===== src/rtl/core/fpas_pkg.sv =====
package fpas_pkg;

    localparam logic [31:0] QNAN_BITS = 32'h7fc00000;
    localparam logic [7:0]  EXP_ONES  = 8'hff;
    localparam int unsigned MAX_GAP   = 24;

    // Special-case outcome decided in the first stage.
    typedef enum logic [1:0] {
        SPC_NONE = 2'd0,
        SPC_NAN  = 2'd1,
        SPC_PASS = 2'd2
    } spc_t;

    // Stage 1 to stage 2: aligned signed significands.
    typedef struct packed {
        spc_t        spc;
        logic [31:0] pass_bits;
        logic [7:0]  ex;
        logic        sa;
        logic        sb;
        logic [24:0] ma;
        logic [24:0] mb;
    } s1_t;

    // Stage 2 to stage 3: rounded sign and magnitude.
    typedef struct packed {
        spc_t        spc;
        logic [31:0] pass_bits;
        logic [7:0]  ex;
        logic        sign;
        logic [24:0] mag;
    } s2_t;

    // Stage 3 to stage 4: magnitude with leading-zero count.
    typedef struct packed {
        spc_t        spc;
        logic [31:0] pass_bits;
        logic [7:0]  ex;
        logic        sign;
        logic [24:0] mag;
        logic [4:0]  lz;
    } s3_t;

endpackage


===== src/rtl/core/fpas_align.sv =====
module fpas_align (
    input  logic                kind,
    input  logic [31:0]         operand_a,
    input  logic [31:0]         operand_b,
    output fpas_pkg::s1_t       s1
);
    import fpas_pkg::*;

    logic [31:0] b;
    logic [7:0]  ea, eb, d;
    logic        nan_a, nan_b, inf_a, inf_b;
    logic [24:0] ma, mb;

    always_comb begin
        b     = {operand_b[31] ^ kind, operand_b[30:0]};
        ea    = operand_a[30:23];
        eb    = b[30:23];
        nan_a = (ea == EXP_ONES) && (operand_a[22:0] != 23'd0);
        nan_b = (eb == EXP_ONES) && (b[22:0] != 23'd0);
        inf_a = (ea == EXP_ONES) && (operand_a[22:0] == 23'd0);
        inf_b = (eb == EXP_ONES) && (b[22:0] == 23'd0);
        ma    = (operand_a[30:0] == 31'd0) ? 25'd0 : {1'b1, operand_a[22:0], 1'b0};
        mb    = (b[30:0] == 31'd0) ? 25'd0 : {1'b1, b[22:0], 1'b0};

        s1.pass_bits = operand_a;
        if (nan_a || nan_b) begin
            s1.spc = SPC_NAN;
        end else if (inf_a && inf_b) begin
            s1.spc = (operand_a[31] == b[31]) ? SPC_PASS : SPC_NAN;
        end else if (inf_a) begin
            s1.spc = SPC_PASS;
        end else if (inf_b) begin
            s1.spc       = SPC_PASS;
            s1.pass_bits = b;
        end else begin
            s1.spc = SPC_NONE;
        end

        if (ea >= eb) begin
            d     = ea - eb;
            s1.ex = ea;
            s1.ma = ma;
            s1.mb = (d > 8'(MAX_GAP)) ? 25'd0 : (mb >> d);
        end else begin
            d     = eb - ea;
            s1.ex = eb;
            s1.mb = mb;
            s1.ma = (d > 8'(MAX_GAP)) ? 25'd0 : (ma >> d);
        end
        s1.sa = operand_a[31];
        s1.sb = b[31];
    end

endmodule


===== src/rtl/core/fpas_addrnd.sv =====
module fpas_addrnd (
    input  fpas_pkg::s1_t s1,
    output fpas_pkg::s2_t s2
);
    import fpas_pkg::*;

    logic signed [26:0] va, vb, s, h;
    logic [26:0]        neg_s;

    always_comb begin
        va    = s1.sa ? -$signed({2'b00, s1.ma}) : $signed({2'b00, s1.ma});
        vb    = s1.sb ? -$signed({2'b00, s1.mb}) : $signed({2'b00, s1.mb});
        s     = va + vb + 27'sd1;
        neg_s = 27'(-s + 27'sd1);
        // Round half up: arithmetic floor of s/2 for either sign.
        if (s >= 0) begin
            h = s >>> 1;
        end else begin
            h = -$signed({1'b0, neg_s[26:1]});
        end
        s2.spc       = s1.spc;
        s2.pass_bits = s1.pass_bits;
        s2.ex        = s1.ex;
        s2.sign      = h[26];
        s2.mag       = h[26] ? 25'(-h) : h[24:0];
    end

endmodule


===== src/rtl/core/fpas_norm.sv =====
module fpas_norm (
    input  fpas_pkg::s3_t s3,
    output logic [31:0]   sum_bits
);
    import fpas_pkg::*;

    logic signed [9:0] ex;
    logic [24:0]       mag;

    always_comb begin
        ex  = $signed({2'b00, s3.ex});
        mag = s3.mag;
        if (mag == 25'd0) begin
            ex = 10'sd0;
        end else if (mag[24]) begin
            mag = 25'(mag[24:1]) + 25'(mag[0]);
            ex  = ex + 10'sd1;
            if (mag[24]) begin
                mag = mag >> 1;
                ex  = ex + 10'sd1;
            end
        end else begin
            mag = mag << s3.lz;
            ex  = ex - $signed({5'd0, s3.lz});
        end
        if (ex < 0) begin
            ex  = 10'sd0;
            mag = 25'd0;
        end
        case (s3.spc)
            SPC_NAN:  sum_bits = QNAN_BITS;
            SPC_PASS: sum_bits = s3.pass_bits;
            default: begin
                if (ex >= 10'sd255) begin
                    sum_bits = {s3.sign, EXP_ONES, 23'd0};
                end else begin
                    sum_bits = {s3.sign, ex[7:0], mag[22:0]};
                end
            end
        endcase
    end

endmodule


===== src/rtl/core/fp32_add_sub_top.sv =====
// Four-stage pipeline: align, add and round, leading-zero count, normalize.
// m_valid is set once a transfer has passed the s1, s2, s3 and out registers;
// throughput is one transfer per cycle while m_ready is high or m_valid is low.
// A stall holds every stage; nothing is lost or repeated.
// aresetn (synchronous, active low) clears all stage valid bits.
module fp32_add_sub_top (
    input  logic        aclk,
    input  logic        aresetn,
    input  logic        s_valid,
    output logic        s_ready,
    input  logic        s_kind,
    input  logic [31:0] s_operand_a,
    input  logic [31:0] s_operand_b,
    output logic        m_valid,
    input  logic        m_ready,
    output logic [31:0] m_sum_bits
);
    import fpas_pkg::*;

    s1_t         s1_next, s1_reg;
    s2_t         s2_next, s2_reg;
    s3_t         s3_next, s3_reg;
    logic [31:0] out_next, out_reg;
    logic [3:0]  v_reg;
    logic        adv;

    assign adv     = m_ready || !v_reg[3];
    assign s_ready = adv;
    assign m_valid = v_reg[3];
    assign m_sum_bits = out_reg;

    fpas_align u_align (
        .kind      (s_kind),
        .operand_a (s_operand_a),
        .operand_b (s_operand_b),
        .s1        (s1_next)
    );

    fpas_addrnd u_addrnd (
        .s1 (s1_reg),
        .s2 (s2_next)
    );

    always_comb begin
        s3_next.spc       = s2_reg.spc;
        s3_next.pass_bits = s2_reg.pass_bits;
        s3_next.ex        = s2_reg.ex;
        s3_next.sign      = s2_reg.sign;
        s3_next.mag       = s2_reg.mag;
        s3_next.lz        = 5'd0;
        for (int i = 0; i <= 23; i++) begin
            if (s2_reg.mag[i]) begin
                s3_next.lz = 5'(23 - i);
            end
        end
    end

    fpas_norm u_norm (
        .s3       (s3_reg),
        .sum_bits (out_next)
    );

    always_ff @(posedge aclk) begin
        if (!aresetn) begin
            v_reg <= 4'd0;
        end else if (adv) begin
            v_reg <= {v_reg[2:0], s_valid};
        end
    end

    always_ff @(posedge aclk) begin
        if (adv) begin
            s1_reg  <= s1_next;
            s2_reg  <= s2_next;
            s3_reg  <= s3_next;
            out_reg <= out_next;
        end
    end

endmodule


===== config.mk =====
export PLATFORM = sky130hd
export DESIGN_NAME = fp32_add_sub_top
export DESIGN_NICKNAME = d
export VERILOG_FILES = /design/src/rtl/core/fpas_pkg.sv /design/src/rtl/core/fpas_align.sv /design/src/rtl/core/fpas_addrnd.sv /design/src/rtl/core/fpas_norm.sv /design/src/rtl/core/fp32_add_sub_top.sv
export SDC_FILE = /design/constraint.sdc
export NUM_CORES = 1
export LEC_CHECK = 0
export CORE_MARGIN = 5
export CORE_UTILIZATION = 40
export DETAILED_ROUTE_END_ITERATION = 7
export DONT_BUFFER_PORTS = 1
export SLEW_MARGIN = 30
export SYNTH_ARGS = -nofsm -noshare
export SYNTH_HDL_FRONTEND = slang
export SYNTH_SLANG_ARGS = --single-unit

===== constraint.sdc =====
create_clock -name aclk -period 13.03 [get_ports aclk]
set_input_delay 0.6515 -clock aclk [delete_from_list [all_inputs] [get_ports aclk]]
set_output_delay 0.6515 -clock aclk [all_outputs]
set_load 0.02 [all_outputs]

After elaboration in Yosys (flattened, before gate mapping)
Cells that the tools add are included.
Widths: inputs -> output; s select.
Word-level totals
  flip-flop bits (word level): 271
  bits of input ports: 69
  logic and storage cells: 123
Operators by class
  add/sub/neg operators: 14
  order comparisons: 6
  equality and inequality tests: 5
  shift-type cells: 3
  muxes and demuxes: 51
  bitwise operators: 1
  reductions and logical operators: 19
Operators by type and width (count)
  $mux 32: 4
  $mux 25: 5
  $mux 23: 4
  $mux 27: 3
  $pmux 32 s2: 1
  $logic_not 31->1: 2
  $add 27x2->27 const B: 2
  $neg 25->27: 2
  $mux 50: 1
  $shr 25x8->25: 2
  $logic_not 23->1: 2
  $reduce_bool 23->1: 2
  $mux 10: 4
  $mux 5: 8
  $mux 4: 8
  $mux 31: 1
  $add 27x27->27: 1
  $ge 27x1->1 const B: 1
  $neg 26->27: 1
  $neg 27->27: 1
  $add 24x1->25: 1
  $logic_not 25->1: 1
  $neg 25->25: 1
  $shl 25x5->23: 1
  24 further kinds: 40

Longest topological paths before layout
  depth in word-level cells: 23
  gate-level depth with buffers: 26

By module
From an unflattened synthesis, not the netlist that was laid out.
Unflattened totals
  cell total of the unflattened synthesis: 2173
  area total of the unflattened synthesis: 21300.4 µm²
By module, submodules not included
  fp32_add_sub_top: instances 1, cells each 329, area an instance 8438.1 µm², sequential area each 8097.8 µm²
  fpas_addrnd: instances 1, cells each 795, area an instance 5605.4 µm², sequential area each 0.0 µm²
  fpas_align: instances 1, cells each 607, area an instance 4060.1 µm², sequential area each 0.0 µm²
  fpas_norm: instances 1, cells each 442, area an instance 3196.8 µm², sequential area each 0.0 µm²

Least setup slack after synthesis
Ideal clock, no wire load.
  kind: input-to-reg
  start: input m_ready
  end: register v_reg[3]
  arrival: 8.941 ns
  path slack: 3.601 ns
  stages on the path: 3
  buffers on the path: 1
  cell sequence: nand2b_1 -> clkbuf_1 -> a21boi_0
On the way
  longest elaborated chain between the ends: 1
RTL lines
  start, declared: line fp32_add_sub_top.sv:15  | input logic m_ready,
  $logic_or 1x1->1: line fp32_add_sub_top.sv:27  | assign adv = m_ready || !v_reg[3];
  net s_ready: line fp32_add_sub_top.sv:10  | output logic s_ready,
  end signal, assigned: line fp32_add_sub_top.sv:67  | v_reg <= {v_reg[2:0], s_valid};
  end, declared: line fp32_add_sub_top.sv:24  | logic [3:0] v_reg;
The timed path passes the listed nets, and every way through them passes these cells.
A chain may end at the register's enable or synchronous reset.

==> results by group <==
Logic synthesis
  • Sequential share of the synthesized area: 40.0%
  • Syn nets: 2318
  • Yosys warning count: 0
  • Synth Register Bits: 271
  • Synth Area in XOR/XNOR: 7.43%
  • Adder-Cell Fraction of Synth Area: 3.92%
  • Post-synthesis compound-gate area fraction: 19.9%
  • Largest family of logic cells by synthesized area: compound AO/OA/AOI/OAI gates
  • Synth Flop Type: edfxtp_1
  • Post-Synth Simple-Gate Area: 19.2%
  • Post-synth ARST share: 0%
  • Unique cell type count in the Yosys netlist: 88
  • Avg Synthesized Cell Area: 9.25 sq um
  • Cells after Synth: 2188
  • EDFF count, synth: 267
  • Post-synthesis cell area: 0.0202 sq mm
  • Multiplexer share of the synthesized area: 6.14%

Global route
  • First-pass GRT wire length: 92.3 mm
  • Largest net degree at the start of global routing: 152
  • Vias in the first global route: 16200
  • All-layer global routing usage: 20.3%
  • Initial antenna violation count: 0
  • GRT overflow: 0

Clocking
  • Quantity of hold-fixing buffers added after cts: 0
  • H-Tree Depth: 1
  • Clock-pin transition on the worst setup and hold timing paths: 0.06 ns
  • Post-CTS setup buffers: 0
  • Cts repair resizes: 0
  • Root buf cell: clkbuf_16
  • Clk sinks: 271
  • Clock buffer depth: 3
  • CTS tree: built
  • Clock buffer count from CTS: 30
  • Skew-Pair Late Insertion Delay: 0.59 ns

Worst setup path
  • Critical Path Fanout Max: 12
  • CP top delay family: simple AND/OR/NAND/NOR gates
  • Worst path bufs/invs: 1
  • Crit-path max cell delay: 0.68 ns
  • Crit path launch type: register
  • Top cell by count, worst path: xnor2_1
  • Slowest-stage cell, CP: nor4_1
  • R2R Path Start: s1_reg[5]$_DFFE_PP_
  • CP startpoint: s1_reg[5]$_DFFE_PP_
  • Worst Path Arrival: 7.73 ns
  • Worst EP required: 13.32 ns
  • Critical Path End: s2_reg[19]$_DFFE_PP_
  • Critical path depth: 21
  • Worst-path cell chain: or4_1, or4_1, or3_1, o31ai_1, xnor2_1, ha_1, a21oi_1, o211ai_1, a221o_1, o311a_1, a211oi_1, nand2_1, nor4_1, xnor2_1, nand2_1, nor4_1, and3_1, nand2b_1, inv_2, o21ai_0, xnor2_1
  • Crit Path Class: register to register
  • Crit end category: register
  • R2R Setup Slk: 5.59 ns
  • R2R depth: 21
  • R2r endpoint: s2_reg[19]$_DFFE_PP_

Drt
  • DRC: 0
  • Post-route ant nets: 0
  • DRT Wirelength: 59.0 mm
  • Wire per inst: 20.9 microns
  • Vias per cell: 6.00
  • DR vias: 16900
  • Pre-Repair DR Iteration Count: 7
  • DR iter-0 viols: 1684

Layout
  • Most frequent cells in the layout: edfxtp_1, nand2_1, o21ai_0
  • Max FFs per register: 94
  • N_diodes: 0
  • Commonest non-fill, non-tap cell in the layout: edfxtp_1
  • Ratio of cells with drive above 1 in the final layout: 7.45%
  • Nets: 2255
  • Register area: 0.00810 sq mm
  • Layout area overhead: 8.24%
  • Fillers: 4892
  • Multi-input logic area: 0.0115 sq mm
  • Layout Cells excl Fill: 2820

Floorplanning
  • Boundary pin count: 103
  • Starting density of the core: 40.4%
  • Die ar.: 0.0552 sq mm
  • Placeable Area: 0.0501 sq mm
  • Die width: 235 microns
  • Die height: 235 microns
  • Row cnt: 82

Placement
  • I/O Buffers: 0
  • Post-DP HPWL: 45.6 mm
  • Dpl cells: 2765
  • GPL Wtd Cong: 0.974

Power
  • Pwr Density: 212 mW/mm^2
  • Leak: 8.08 nW
  • Peak supply drop: 0.117 mV

STA
  • Setup Viol. Count Final: 0
  • Setup TNS: 0 ns
  • Fmax: 134 MHz
  • Final period util: 57.1%
  • Hold Vio Cnt, Final: 0
  • Final min period: 7.44 ns
  • Worst slew pin tran: 0.922 ns
  • Slew headroom: 38.2%
  • Fin Clk Skew: 0.0473 ns
  • Unrepaired setup endpoints after global routing: no
  • Fin. max-slew vios: 0

Min path
  • Hold_sp: s_operand_a[31]
  • Hold/Removal Path Class: input port to register

Run status
  • Run status: finished, final reports clean

Run
  • MaxCap Viol Count: 0
[worst register-to-register path, cell delays in order (launching register included)]
cell      delay (ns)
edfxtp_1        0.43
or4_1           0.59
or4_1           0.56
or3_1           0.36
o31ai_1         0.26
xnor2_1         0.11
ha_1            0.42
a21oi_1         0.35
o211ai_1        0.21
a221o_1         0.35
o311a_1         0.37
a211oi_1        0.60
nand2_1         0.15
nor4_1          0.68
xnor2_1         0.22
nand2_1         0.09
nor4_1          0.27
and3_1          0.41
nand2b_1        0.35
inv_2           0.14
o21ai_0         0.13
xnor2_1         0.11
[kinds of logic after synthesis]
group / after synthesis
flip-flops: 271
multiplexers: 116
AO/OA/AOI/OAI: 607
AND/OR/NAND/NOR: 785
adder cells (fa/ha/maj): 61
XOR/XNOR: 170
buffers and inverters: 178
[final cells by class]
| cell class | count | share of cell area (%) |
|---|---|---|
| multi-input cells | 1739 | 52.5 |
| flip-flops and latches | 271 | 37.0 |
| well taps | 672 | 3.84 |
| clock buffers | 32 | 3.46 |
| clock inverters | 23 | 1.32 |
| inverters | 59 | 1.01 |
| repair buffers | 24 | 0.879 |
[per-layer routing]
metal	vias to the layer above	track usage, %	share of wire, %
met1	7996	27.6	44
met5	-	0	0
met2	663	32.6	46
li1	8134	-	-
met3	124	3.75	6.7
met4	0	7.26	3.8
[stage by stage]
step | setup slack (ns) | instance area (sq um) | utilization (%) | hold slack [ns] | total power, mW
global route | 4.97 | 21900 | 43.8 | 0.120 | 4.97
global placement | 5.77 | 20800 | 41.6 | 0.401 | 3.74
CTS | 5.62 | 21900 | 43.8 | 0.120 | 4.64
finish | 5.59 | 21900 | 43.8 | 0.163 | 4.65
detailed placement | 5.70 | 20900 | 41.7 | 0.405 | 3.75
floorplan | 3.60 | 20200 | - | 0.400 | 3.19
[Yosys cell counts, drive strengths merged (29+ instances only)]
master | count | area, sq um
o21ai | 163 | 816
edfxtp | 267 | 8020
mux2i | 90 | 905
nand2 | 240 | 901
inv | 54 | 203
nor4 | 41 | 293
a21oi | 135 | 676
nor2 | 151 | 567
clkbuf | 99 | 372
ha | 57 | 713
o31ai | 29 | 218
nor2b | 44 | 275
nand3 | 71 | 355
xor2 | 39 | 349
nor3 | 62 | 315
a22o | 33 | 289
xnor2 | 131 | 1150
[report_power, final]
part           total (mW)  internal (mW)  switching [mW]  leakage, nW
Sequential           1.49           1.24           0.247         2.93
Clock               0.869          0.511           0.357        0.495
Combinational        2.29          0.868            1.42         4.66
Total                4.65           2.62            2.03         8.08
[worst min-delay path by stage]
stage	slack, ns	depth (start not counted)	to
2_1_floorplan	0.40	0	s2_reg[26]$_DFFE_PP_
3_3_place_gp	0.40	0	s3_reg[30]$_DFFE_PP_
3_5_place_dp	0.40	0	s2_reg[45]$_DFFE_PP_
4_1_cts	0.12	0	s1_reg[51]$_DFFE_PP_
5_1_grt	0.12	0	s1_reg[51]$_DFFE_PP_
6_report	0.16	0	s1_reg[51]$_DFFE_PP_
No activity file was read; power rests on OpenSTA's default activity.
